<file path="src/hw/rtl/htfd_pkg.sv">
// Package for the humidity/temperature frame decoder.
// Holds the byte positions, the CRC-8 fold, the scaling constants and the job record.
// No dependencies.
package htfd_pkg;

    localparam logic [7:0] CRC_POLY = 8'h31;
    localparam logic [7:0] CRC_INIT = 8'hFF;

    // Byte positions within a six-byte reply
    localparam logic [2:0] POS_TEMP_MSB  = 3'd0;
    localparam logic [2:0] POS_TEMP_LSB  = 3'd1;
    localparam logic [2:0] POS_TEMP_CRC  = 3'd2;
    localparam logic [2:0] POS_HUMID_MSB = 3'd3;
    localparam logic [2:0] POS_HUMID_LSB = 3'd4;
    localparam logic [2:0] POS_HUMID_CRC = 3'd5;

    // Scaling: spans, offset and limits in hundredths; FULL_SCALE in raw counts
    localparam logic [14:0] TEMP_SPAN     = 15'd17500;
    localparam logic [13:0] HUMID_SPAN    = 14'd10000;
    localparam logic [16:0] FULL_SCALE    = 17'd65535;
    localparam logic [30:0] TEMP_ZERO_MUL = 31'd294907500;   // 4500 * 65535
    localparam logic signed [15:0] TEMP_OFFSET = 16'sd4500;
    localparam logic signed [15:0] TEMP_MAX    = 16'sd12500;
    localparam logic signed [15:0] TEMP_MIN    = -16'sd4000;

    localparam int QUEUE_DEPTH = 2;
    localparam int QPTR_W      = $clog2(QUEUE_DEPTH);
    localparam int QCNT_W      = $clog2(QUEUE_DEPTH + 1);

    typedef struct packed {
        logic [15:0] temp_raw;
        logic [15:0] humid_raw;
        logic        crc_ok;
    } job_t;

    function automatic logic [7:0] crc8_fold(input logic [7:0] crc, input logic [7:0] b);
        logic [7:0] c;
        c = crc ^ b;
        for (int i = 0; i < 8; i++) begin
            if (c[7])
            begin
                c = {c[6:0], 1'b0} ^ CRC_POLY;
            end
            else
            begin
                c = {c[6:0], 1'b0};
            end
        end
        return c;
    endfunction

endpackage

</file>
<file path="src/hw/rtl/htfd_front.sv">
// Front part: takes reply bytes, tracks position, runs the CRC-8 and builds jobs.
// Depends on htfd_pkg.
module htfd_front
    import htfd_pkg::*;
(
    input  logic       clk,
    input  logic       rst_n,
    input  logic       accept,
    input  logic [7:0] rx_byte,
    input  logic       frame_start,
    output logic       push,
    output job_t       push_job
);

    logic [2:0]  pos_reg, pos_next;
    logic [7:0]  crc_reg, crc_next;
    logic [15:0] temp_raw_reg, temp_raw_next;
    logic [15:0] humid_raw_reg, humid_raw_next;
    logic        temp_good_reg, temp_good_next;
    logic [2:0]  pos_eff;
    logic [7:0]  fold_init, fold_run;

    assign pos_eff   = (frame_start || (pos_reg > POS_HUMID_CRC)) ? POS_TEMP_MSB : pos_reg;
    assign fold_init = crc8_fold(CRC_INIT, rx_byte);
    assign fold_run  = crc8_fold(crc_reg, rx_byte);

    always_comb
    begin
        pos_next       = pos_reg;
        crc_next       = crc_reg;
        temp_raw_next  = temp_raw_reg;
        humid_raw_next = humid_raw_reg;
        temp_good_next = temp_good_reg;
        push           = 1'b0;
        if (accept)
        begin
            pos_next = pos_eff + 3'd1;
            case (pos_eff)
                POS_TEMP_MSB:
                begin
                    crc_next      = fold_init;
                    temp_raw_next = {rx_byte, 8'h00};
                end
                POS_TEMP_LSB:
                begin
                    crc_next      = fold_run;
                    temp_raw_next = {temp_raw_reg[15:8], rx_byte};
                end
                POS_TEMP_CRC:
                begin
                    temp_good_next = (crc_reg == rx_byte);
                end
                POS_HUMID_MSB:
                begin
                    crc_next       = fold_init;
                    humid_raw_next = {rx_byte, 8'h00};
                end
                POS_HUMID_LSB:
                begin
                    crc_next       = fold_run;
                    humid_raw_next = {humid_raw_reg[15:8], rx_byte};
                end
                default:
                begin
                    // sixth byte: wrap and hand the frame over
                    pos_next = POS_TEMP_MSB;
                    crc_next = CRC_INIT;
                    push     = 1'b1;
                end
            endcase
        end
    end

    assign push_job.temp_raw  = temp_raw_reg;
    assign push_job.humid_raw = humid_raw_reg;
    assign push_job.crc_ok    = temp_good_reg && (crc_reg == rx_byte);

    always_ff @(posedge clk or negedge rst_n)
    begin
        if (!rst_n)
        begin
            pos_reg       <= POS_TEMP_MSB;
            crc_reg       <= CRC_INIT;
            temp_raw_reg  <= 16'd0;
            humid_raw_reg <= 16'd0;
            temp_good_reg <= 1'b0;
        end
        else
        begin
            pos_reg       <= pos_next;
            crc_reg       <= crc_next;
            temp_raw_reg  <= temp_raw_next;
            humid_raw_reg <= humid_raw_next;
            temp_good_reg <= temp_good_next;
        end
    end

endmodule

</file>
<file path="src/hw/rtl/htfd_queue.sv">
// Short job queue between the front and back parts.
// Depends on htfd_pkg.
module htfd_queue
    import htfd_pkg::*;
(
    input  logic clk,
    input  logic rst_n,
    input  logic push,
    input  job_t push_job,
    output logic full,
    output logic pop_valid,
    output job_t pop_job,
    input  logic pop
);

    job_t              mem [QUEUE_DEPTH];
    logic [QPTR_W-1:0] wr_ptr_reg, wr_ptr_next;
    logic [QPTR_W-1:0] rd_ptr_reg, rd_ptr_next;
    logic [QCNT_W-1:0] count_reg, count_next;
    logic              do_push, do_pop;

    assign full      = (count_reg == QCNT_W'(QUEUE_DEPTH));
    assign pop_valid = (count_reg != '0);
    assign pop_job   = mem[rd_ptr_reg];
    assign do_push   = push && !full;
    assign do_pop    = pop && pop_valid;

    always_comb
    begin
        wr_ptr_next = wr_ptr_reg;
        rd_ptr_next = rd_ptr_reg;
        count_next  = count_reg;
        if (do_push)
        begin
            wr_ptr_next = (wr_ptr_reg == QPTR_W'(QUEUE_DEPTH - 1)) ? '0 : wr_ptr_reg + 1'b1;
        end
        if (do_pop)
        begin
            rd_ptr_next = (rd_ptr_reg == QPTR_W'(QUEUE_DEPTH - 1)) ? '0 : rd_ptr_reg + 1'b1;
        end
        case ({do_push, do_pop})
            2'b10:   count_next = count_reg + 1'b1;
            2'b01:   count_next = count_reg - 1'b1;
            default: count_next = count_reg;
        endcase
    end

    always_ff @(posedge clk)
    begin
        if (do_push)
        begin
            mem[wr_ptr_reg] <= push_job;
        end
    end

    always_ff @(posedge clk or negedge rst_n)
    begin
        if (!rst_n)
        begin
            wr_ptr_reg <= '0;
            rd_ptr_reg <= '0;
            count_reg  <= '0;
        end
        else
        begin
            wr_ptr_reg <= wr_ptr_next;
            rd_ptr_reg <= rd_ptr_next;
            count_reg  <= count_next;
        end
    end

endmodule

</file>
<file path="src/hw/rtl/htfd_back.sv">
// Back part: scales a frame to hundredths, keeps the last good values, holds the result.
// Depends on htfd_pkg. Stage 1 multiplies, stage 2 divides by full scale and clamps.
module htfd_back
    import htfd_pkg::*;
(
    input  logic               clk,
    input  logic               rst_n,
    input  logic               job_valid,
    input  job_t               job,
    output logic               job_pop,
    output logic               result_valid,
    input  logic               result_stall,
    output logic signed [14:0] temperature_centi,
    output logic [13:0]        humidity_centi,
    output logic               check_failed
);

    logic        s1_valid_reg, s1_valid_next;
    logic [30:0] s1_tmul_reg;
    logic [29:0] s1_hmul_reg;
    logic        s1_ok_reg;
    logic        out_valid_reg, out_valid_next;
    logic signed [14:0] temp_reg, last_temp_reg;
    logic [13:0] humid_reg, last_humid_reg;
    logic        fail_reg;
    logic        s2_load, s1_load;

    // divide-by-65535 pieces
    logic [14:0] tq0, tq;
    logic [16:0] tr;
    logic        t_ge, t_rem_nz, t_adj;
    logic signed [15:0] t_val, t_clamp;
    logic [13:0] hq0, hq;
    logic [16:0] hr;

    assign s2_load = s1_valid_reg && (!out_valid_reg || !result_stall);
    assign s1_load = !s1_valid_reg || s2_load;
    assign job_pop = job_valid && s1_load;

    always_comb
    begin
        // q0 = x >> 16, remainder estimate x - 65535*q0 = low half + q0
        tq0      = s1_tmul_reg[30:16];
        tr       = {1'b0, s1_tmul_reg[15:0]} + {2'b00, tq0};
        t_ge     = (tr >= FULL_SCALE);
        tq       = tq0 + {14'd0, t_ge};
        t_rem_nz = t_ge ? (tr != FULL_SCALE) : (tr != 17'd0);
        // negative numerator truncates toward zero: round the quotient up
        t_adj    = (s1_tmul_reg < TEMP_ZERO_MUL) && t_rem_nz;
        t_val    = $signed({1'b0, tq}) - TEMP_OFFSET + $signed({15'd0, t_adj});
        if (t_val > TEMP_MAX)
        begin
            t_clamp = TEMP_MAX;
        end
        else if (t_val < TEMP_MIN)
        begin
            t_clamp = TEMP_MIN;
        end
        else
        begin
            t_clamp = t_val;
        end
        hq0 = s1_hmul_reg[29:16];
        hr  = {1'b0, s1_hmul_reg[15:0]} + {3'b000, hq0};
        hq  = hq0 + {13'd0, (hr >= FULL_SCALE)};
    end

    always_comb
    begin
        s1_valid_next  = s1_load ? job_valid : s1_valid_reg;
        out_valid_next = out_valid_reg;
        if (s2_load)
        begin
            out_valid_next = 1'b1;
        end
        else if (!result_stall)
        begin
            out_valid_next = 1'b0;
        end
    end

    always_ff @(posedge clk)
    begin
        if (s1_load)
        begin
            s1_tmul_reg <= {15'd0, job.temp_raw} * {16'd0, TEMP_SPAN};
            s1_hmul_reg <= {14'd0, job.humid_raw} * {16'd0, HUMID_SPAN};
            s1_ok_reg   <= job.crc_ok;
        end
        if (s2_load)
        begin
            fail_reg <= !s1_ok_reg;
            if (s1_ok_reg)
            begin
                temp_reg  <= t_clamp[14:0];
                humid_reg <= hq;
            end
            else
            begin
                temp_reg  <= last_temp_reg;
                humid_reg <= last_humid_reg;
            end
        end
    end

    always_ff @(posedge clk or negedge rst_n)
    begin
        if (!rst_n)
        begin
            s1_valid_reg   <= 1'b0;
            out_valid_reg  <= 1'b0;
            last_temp_reg  <= '0;
            last_humid_reg <= '0;
        end
        else
        begin
            s1_valid_reg  <= s1_valid_next;
            out_valid_reg <= out_valid_next;
            if (s2_load && s1_ok_reg)
            begin
                last_temp_reg  <= t_clamp[14:0];
                last_humid_reg <= hq;
            end
        end
    end

    assign result_valid      = out_valid_reg;
    assign temperature_centi = temp_reg;
    assign humidity_centi    = humid_reg;
    assign check_failed      = fail_reg;

endmodule

</file>
<file path="src/hw/rtl/humidity_temp_frame_decoder_top.sv">
// A reply is queued with its sixth byte, then passes the back part's multiply and divide/clamp registers.
// Throughput: one byte per cycle while byte_stall is low; one result per six bytes, set by reply length.
// The job queue (two entries) lets the front keep taking bytes while a result is stalled;
// byte_stall rises only when the queue is full.
// Reset (rst_n, asynchronous, active low): position 0, CRC 0xFF, last good values zero,
// queue and back pipeline empty.
module humidity_temp_frame_decoder_top
    import htfd_pkg::*;
(
    input  logic               clk,
    input  logic               rst_n,
    input  logic               byte_valid,
    output logic               byte_stall,
    input  logic [7:0]         rx_byte,
    input  logic               frame_start,
    output logic               result_valid,
    input  logic               result_stall,
    output logic signed [14:0] temperature_centi,
    output logic [13:0]        humidity_centi,
    output logic               check_failed
);

    logic accept;
    logic q_push, q_full, q_valid, q_pop;
    job_t q_in_job, q_out_job;

    // hold the byte source off while the queue has no room
    assign byte_stall = q_full;
    assign accept     = byte_valid && !byte_stall;

    // front: position, CRC and raw words; push one job per completed reply
    htfd_front u_front (
        .clk         (clk),
        .rst_n       (rst_n),
        .accept      (accept),
        .rx_byte     (rx_byte),
        .frame_start (frame_start),
        .push        (q_push),
        .push_job    (q_in_job)
    );

    // queue: decouple the byte side from the result side
    htfd_queue u_queue (
        .clk       (clk),
        .rst_n     (rst_n),
        .push      (q_push),
        .push_job  (q_in_job),
        .full      (q_full),
        .pop_valid (q_valid),
        .pop_job   (q_out_job),
        .pop       (q_pop)
    );

    // back: scale, keep last good values, drive the result word
    htfd_back u_back (
        .clk               (clk),
        .rst_n             (rst_n),
        .job_valid         (q_valid),
        .job               (q_out_job),
        .job_pop           (q_pop),
        .result_valid      (result_valid),
        .result_stall      (result_stall),
        .temperature_centi (temperature_centi),
        .humidity_centi    (humidity_centi),
        .check_failed      (check_failed)
    );

`ifndef ASSERT_OFF
    a_no_overflow: assert property (@(posedge clk) disable iff (!rst_n)
        !(q_push && q_full))
        else $error("job pushed into a full queue");

    a_humid_range: assert property (@(posedge clk) disable iff (!rst_n)
        result_valid |-> (humidity_centi <= 14'd10000))
        else $error("humidity out of range");

    a_temp_range: assert property (@(posedge clk) disable iff (!rst_n)
        result_valid |-> (($signed(temperature_centi) >= -15'sd4000)
                          && ($signed(temperature_centi) <= 15'sd12500)))
        else $error("temperature out of clamp range");
`endif

endmodule
</file>
<file path="config.mk">
export PLATFORM = sky130hd
export DESIGN_NAME = humidity_temp_frame_decoder_top
export DESIGN_NICKNAME = d
export VERILOG_FILES = /design/src/hw/rtl/htfd_pkg.sv /design/src/hw/rtl/htfd_front.sv /design/src/hw/rtl/htfd_queue.sv /design/src/hw/rtl/htfd_back.sv /design/src/hw/rtl/humidity_temp_frame_decoder_top.sv
export SDC_FILE = /design/constraint.sdc
export NUM_CORES = 1
export LEC_CHECK = 0
export ABC_AREA = 1
export BUFFER_PORTS_ARGS = -buffer_cell sky130_fd_sc_hd__buf_4
export CELL_PAD_IN_SITES_DETAIL_PLACEMENT = 1
export CELL_PAD_IN_SITES_GLOBAL_PLACEMENT = 1
export CORE_MARGIN = 1
export CORE_UTILIZATION = 45
export CTS_BUF_LIST = sky130_fd_sc_hd__clkbuf_8
export DETAILED_ROUTE_END_ITERATION = 12
export PLACE_DENSITY_LB_ADDON = 0.12
export SYNTH_ARGS = -nofsm -noshare
export SYNTH_HDL_FRONTEND = slang
export SYNTH_SLANG_ARGS = --single-unit
</file>
<file path="constraint.sdc">
create_clock -name clk -period 11.6 [get_ports clk]
set_input_delay 1.16 -clock clk [delete_from_list [all_inputs] [get_ports clk]]
set_output_delay 1.16 -clock clk [all_outputs]
set_load 0.005 [all_outputs]
</file>
==> results.json <==
{
  "area_delta_synth_final_pct": 10.3,
  "post-dp-hpwl_mm": 32.6,
  "cp_common_cell": "inv_1",
  "worstRegToRegCells": 24,
  "drc": 0,
  "crit_chain": "buf_4 > inv_1 > or2_2 > o21ai_0 > inv_1 > ha_1 > inv_1 > fa_1 > inv_1 > ha_1 > inv_1 > fa_1 > inv_1 > fa_1 > ha_1 > nand2_1 > nor2_1 > inv_1 > nor3_1 > a21oi_1 > o21ai_0 > nand4_1 > nand2_1 > xor2_1",
  "overflow": 0,
  "die_w_um": 198,
  "cp.depth": 24,
  "fin_skew_ps": 52.9,
  "setup_tns_ps": 0,
  "slowest_delay_ps": 500,
  "worst_path_max_delay_cell": "fa_1",
  "cts_tree": "yes",
  "synth_fp_nets": 2158,
  "cp_data_arrival_time_ps": 6540,
  "synth_seq_cells": 231,
  "largest_register_ffs": 66,
  "num-nets-final": 2229,
  "netlist_instances": 1860,
  "crit_type": "reg2reg",
  "netlist_area_um2": 17200,
  "ys.flop_type": "edfxtp_1",
  "path_buf_inv": 8,
  "max_cap_viol_count": 0,
  "portBuffers": 44,
  "drt_wl_total_mm": 40.6,
  "crit_fanout": 34,
  "clockBufferDepth": 3,
  "tightest_slew_ps": 1170,
  "crit_required_ps": 11900,
  "drt_iter0_drc": 430,
  "cts_setup_buffers": 0,
  "setup.worst_path.start_class": "register",
  "track_usage": 0.218,
  "clock_sinks": 231,
  "synth_edf_count": 152,
  "antenna_found_initial": 0,
  "drive_gt1_frac": 0.0983,
  "min_period_ps": 6240,
  "rows": 71,
  "num_antenna_cells": 0,
  "rsz0062_at_grt": "no",
  "chipHeight_um": 198,
  "critPathTopFamily": "adder cells",
  "dr.pass1.iters": 4,
  "hold_class": "in2async",
  "clock_latency_ps": 600,
  "initial_core_util": 0.457,
  "ys_seq_area_frac": 0.380,
  "cts_made_buffers": 41,
  "drv_slew": 0,
  "yosysWarnings": 0,
  "outcome": "completed",
  "num_io_pins": 45,
  "clock-root-buffer": "clkbuf_8",
  "clkTransAtPathRegs_ps": 70,
  "die_area_um2": 39100,
  "post_cts_resized": 0,
  "ant_nets": 0,
  "synth_cell_types": 53,
  "grt_pass1_vias": 13500,
  "num_vias": 12500,
  "hold_violations": 0,
  "routedWlPerCell_um": 16.4,
  "final_cell_mix": "inv_1 (362), nand2_1 (355), ha_1 (203)",
  "via_per_inst": 5.04,
  "setup_viol": 0,
  "htreeDepth": 2,
  "max_freq_mhz": 160,
  "max_slew_margin": 0.216,
  "coreArea_um2": 37700,
  "cp-end-kind": "register",
  "place.gp.congestion": 0.841,
  "ctsHoldBuffers": 0,
  "layout_commonest_cell": "inv_1",
  "grt_max_degree": 67,
  "fin_crit_sh": 0.538,
  "async_flop_share": 0.342,
  "syn_avg_cell_area_um2": 9.26,
  "grt_pass1_wl_mm": 67.4
}
-- logic make-up after synthesis --
group	share of synthesized area
buffers and inverters	0.0848
AO/OA/AOI/OAI	0.0742
adder cells (fa/ha/maj)	0.243
flip-flops	0.380
XOR/XNOR	0.0518
AND/OR/NAND/NOR	0.166
-- metrics by stage --
stage	instance area (um2)	worst slack [ps]	util	std cells	hold WS, ps
global placement	18100	5350	0.482	2399	449
finish	19000	5360	0.505	2475	416
global route	19000	4750	0.505	2475	386
floorplan	17200	6380	-	1860	442
CTS	19000	5200	0.505	2475	364
detailed placement	18100	5250	0.482	2399	461
-- cells in the mapped netlist (5+ instances only) --
library cell	n	area, um2
nand2_1	356	1340
inv_1	349	1310
ha_1	203	2540
edfxtp_1	152	4560
o21ai_0	93	465
fa_1	82	1640
nor2_1	79	297
nand3_1	77	385
a21oi_1	74	370
dfrtp_1	71	1780
xor2_1	64	561
xnor2_1	36	315
nand4_1	35	219
or2_2	31	194
clkbuf_1	18	67.6
nand2_2	18	113
o22ai_1	16	100
a31oi_1	11	68.8
dfstp_2	8	210
nor3_1	8	40.0
a21o_1	7	52.6
nor2_4	5	56.3
o21bai_1	5	37.5
-- path summary, 6_finish.rpt --
check	startpoint	endpoint	slack (ps)
min in group clk	u_front.temp_raw_reg[8]$_DFFE_PN0P_	u_queue.mem[0][25]$_DFFE_PP_	470
setup / recovery	u_queue.rd_ptr_reg$_DFFE_PN0P_	u_back.s1_tmul_reg[29]$_DFFE_PN_	5360
max in group asynchronous	rst_n	u_front.temp_raw_reg[15]$_DFFE_PN0P_	9930
hold / removal	rst_n	u_back.last_humid_reg[6]$_DFFE_PN0P_	420
setup reg to reg	u_queue.rd_ptr_reg$_DFFE_PN0P_	u_back.s1_tmul_reg[29]$_DFFE_PN_	5360
hold reg to reg	u_front.temp_raw_reg[8]$_DFFE_PN0P_	u_queue.mem[0][25]$_DFFE_PP_	470
-- layout make-up --
type | instances | area [um2]
Fill cell | 4413 | 18700
Clock buffer | 50 | 688
Inverter | 355 | 1340
Clock inverter | 26 | 178
Tap cell | 511 | 639
Timing Repair Buffer | 52 | 390
Sequential cell | 231 | 6550
Multi-Input combinational cell | 1250 | 9220
-- metal layers --
layer  vias to the layer above  part of all wire  GRT usage
met5                         -                 0          0
met4                         0             0.025     0.0652
met3                        62             0.030     0.0306
met2                       146              0.49      0.391
met1                      6040              0.45      0.272
li1                       6226                 -          -
Power is not shown: default switching activity piles up to over one toggle a cycle in this logic, so the estimate is an artifact.
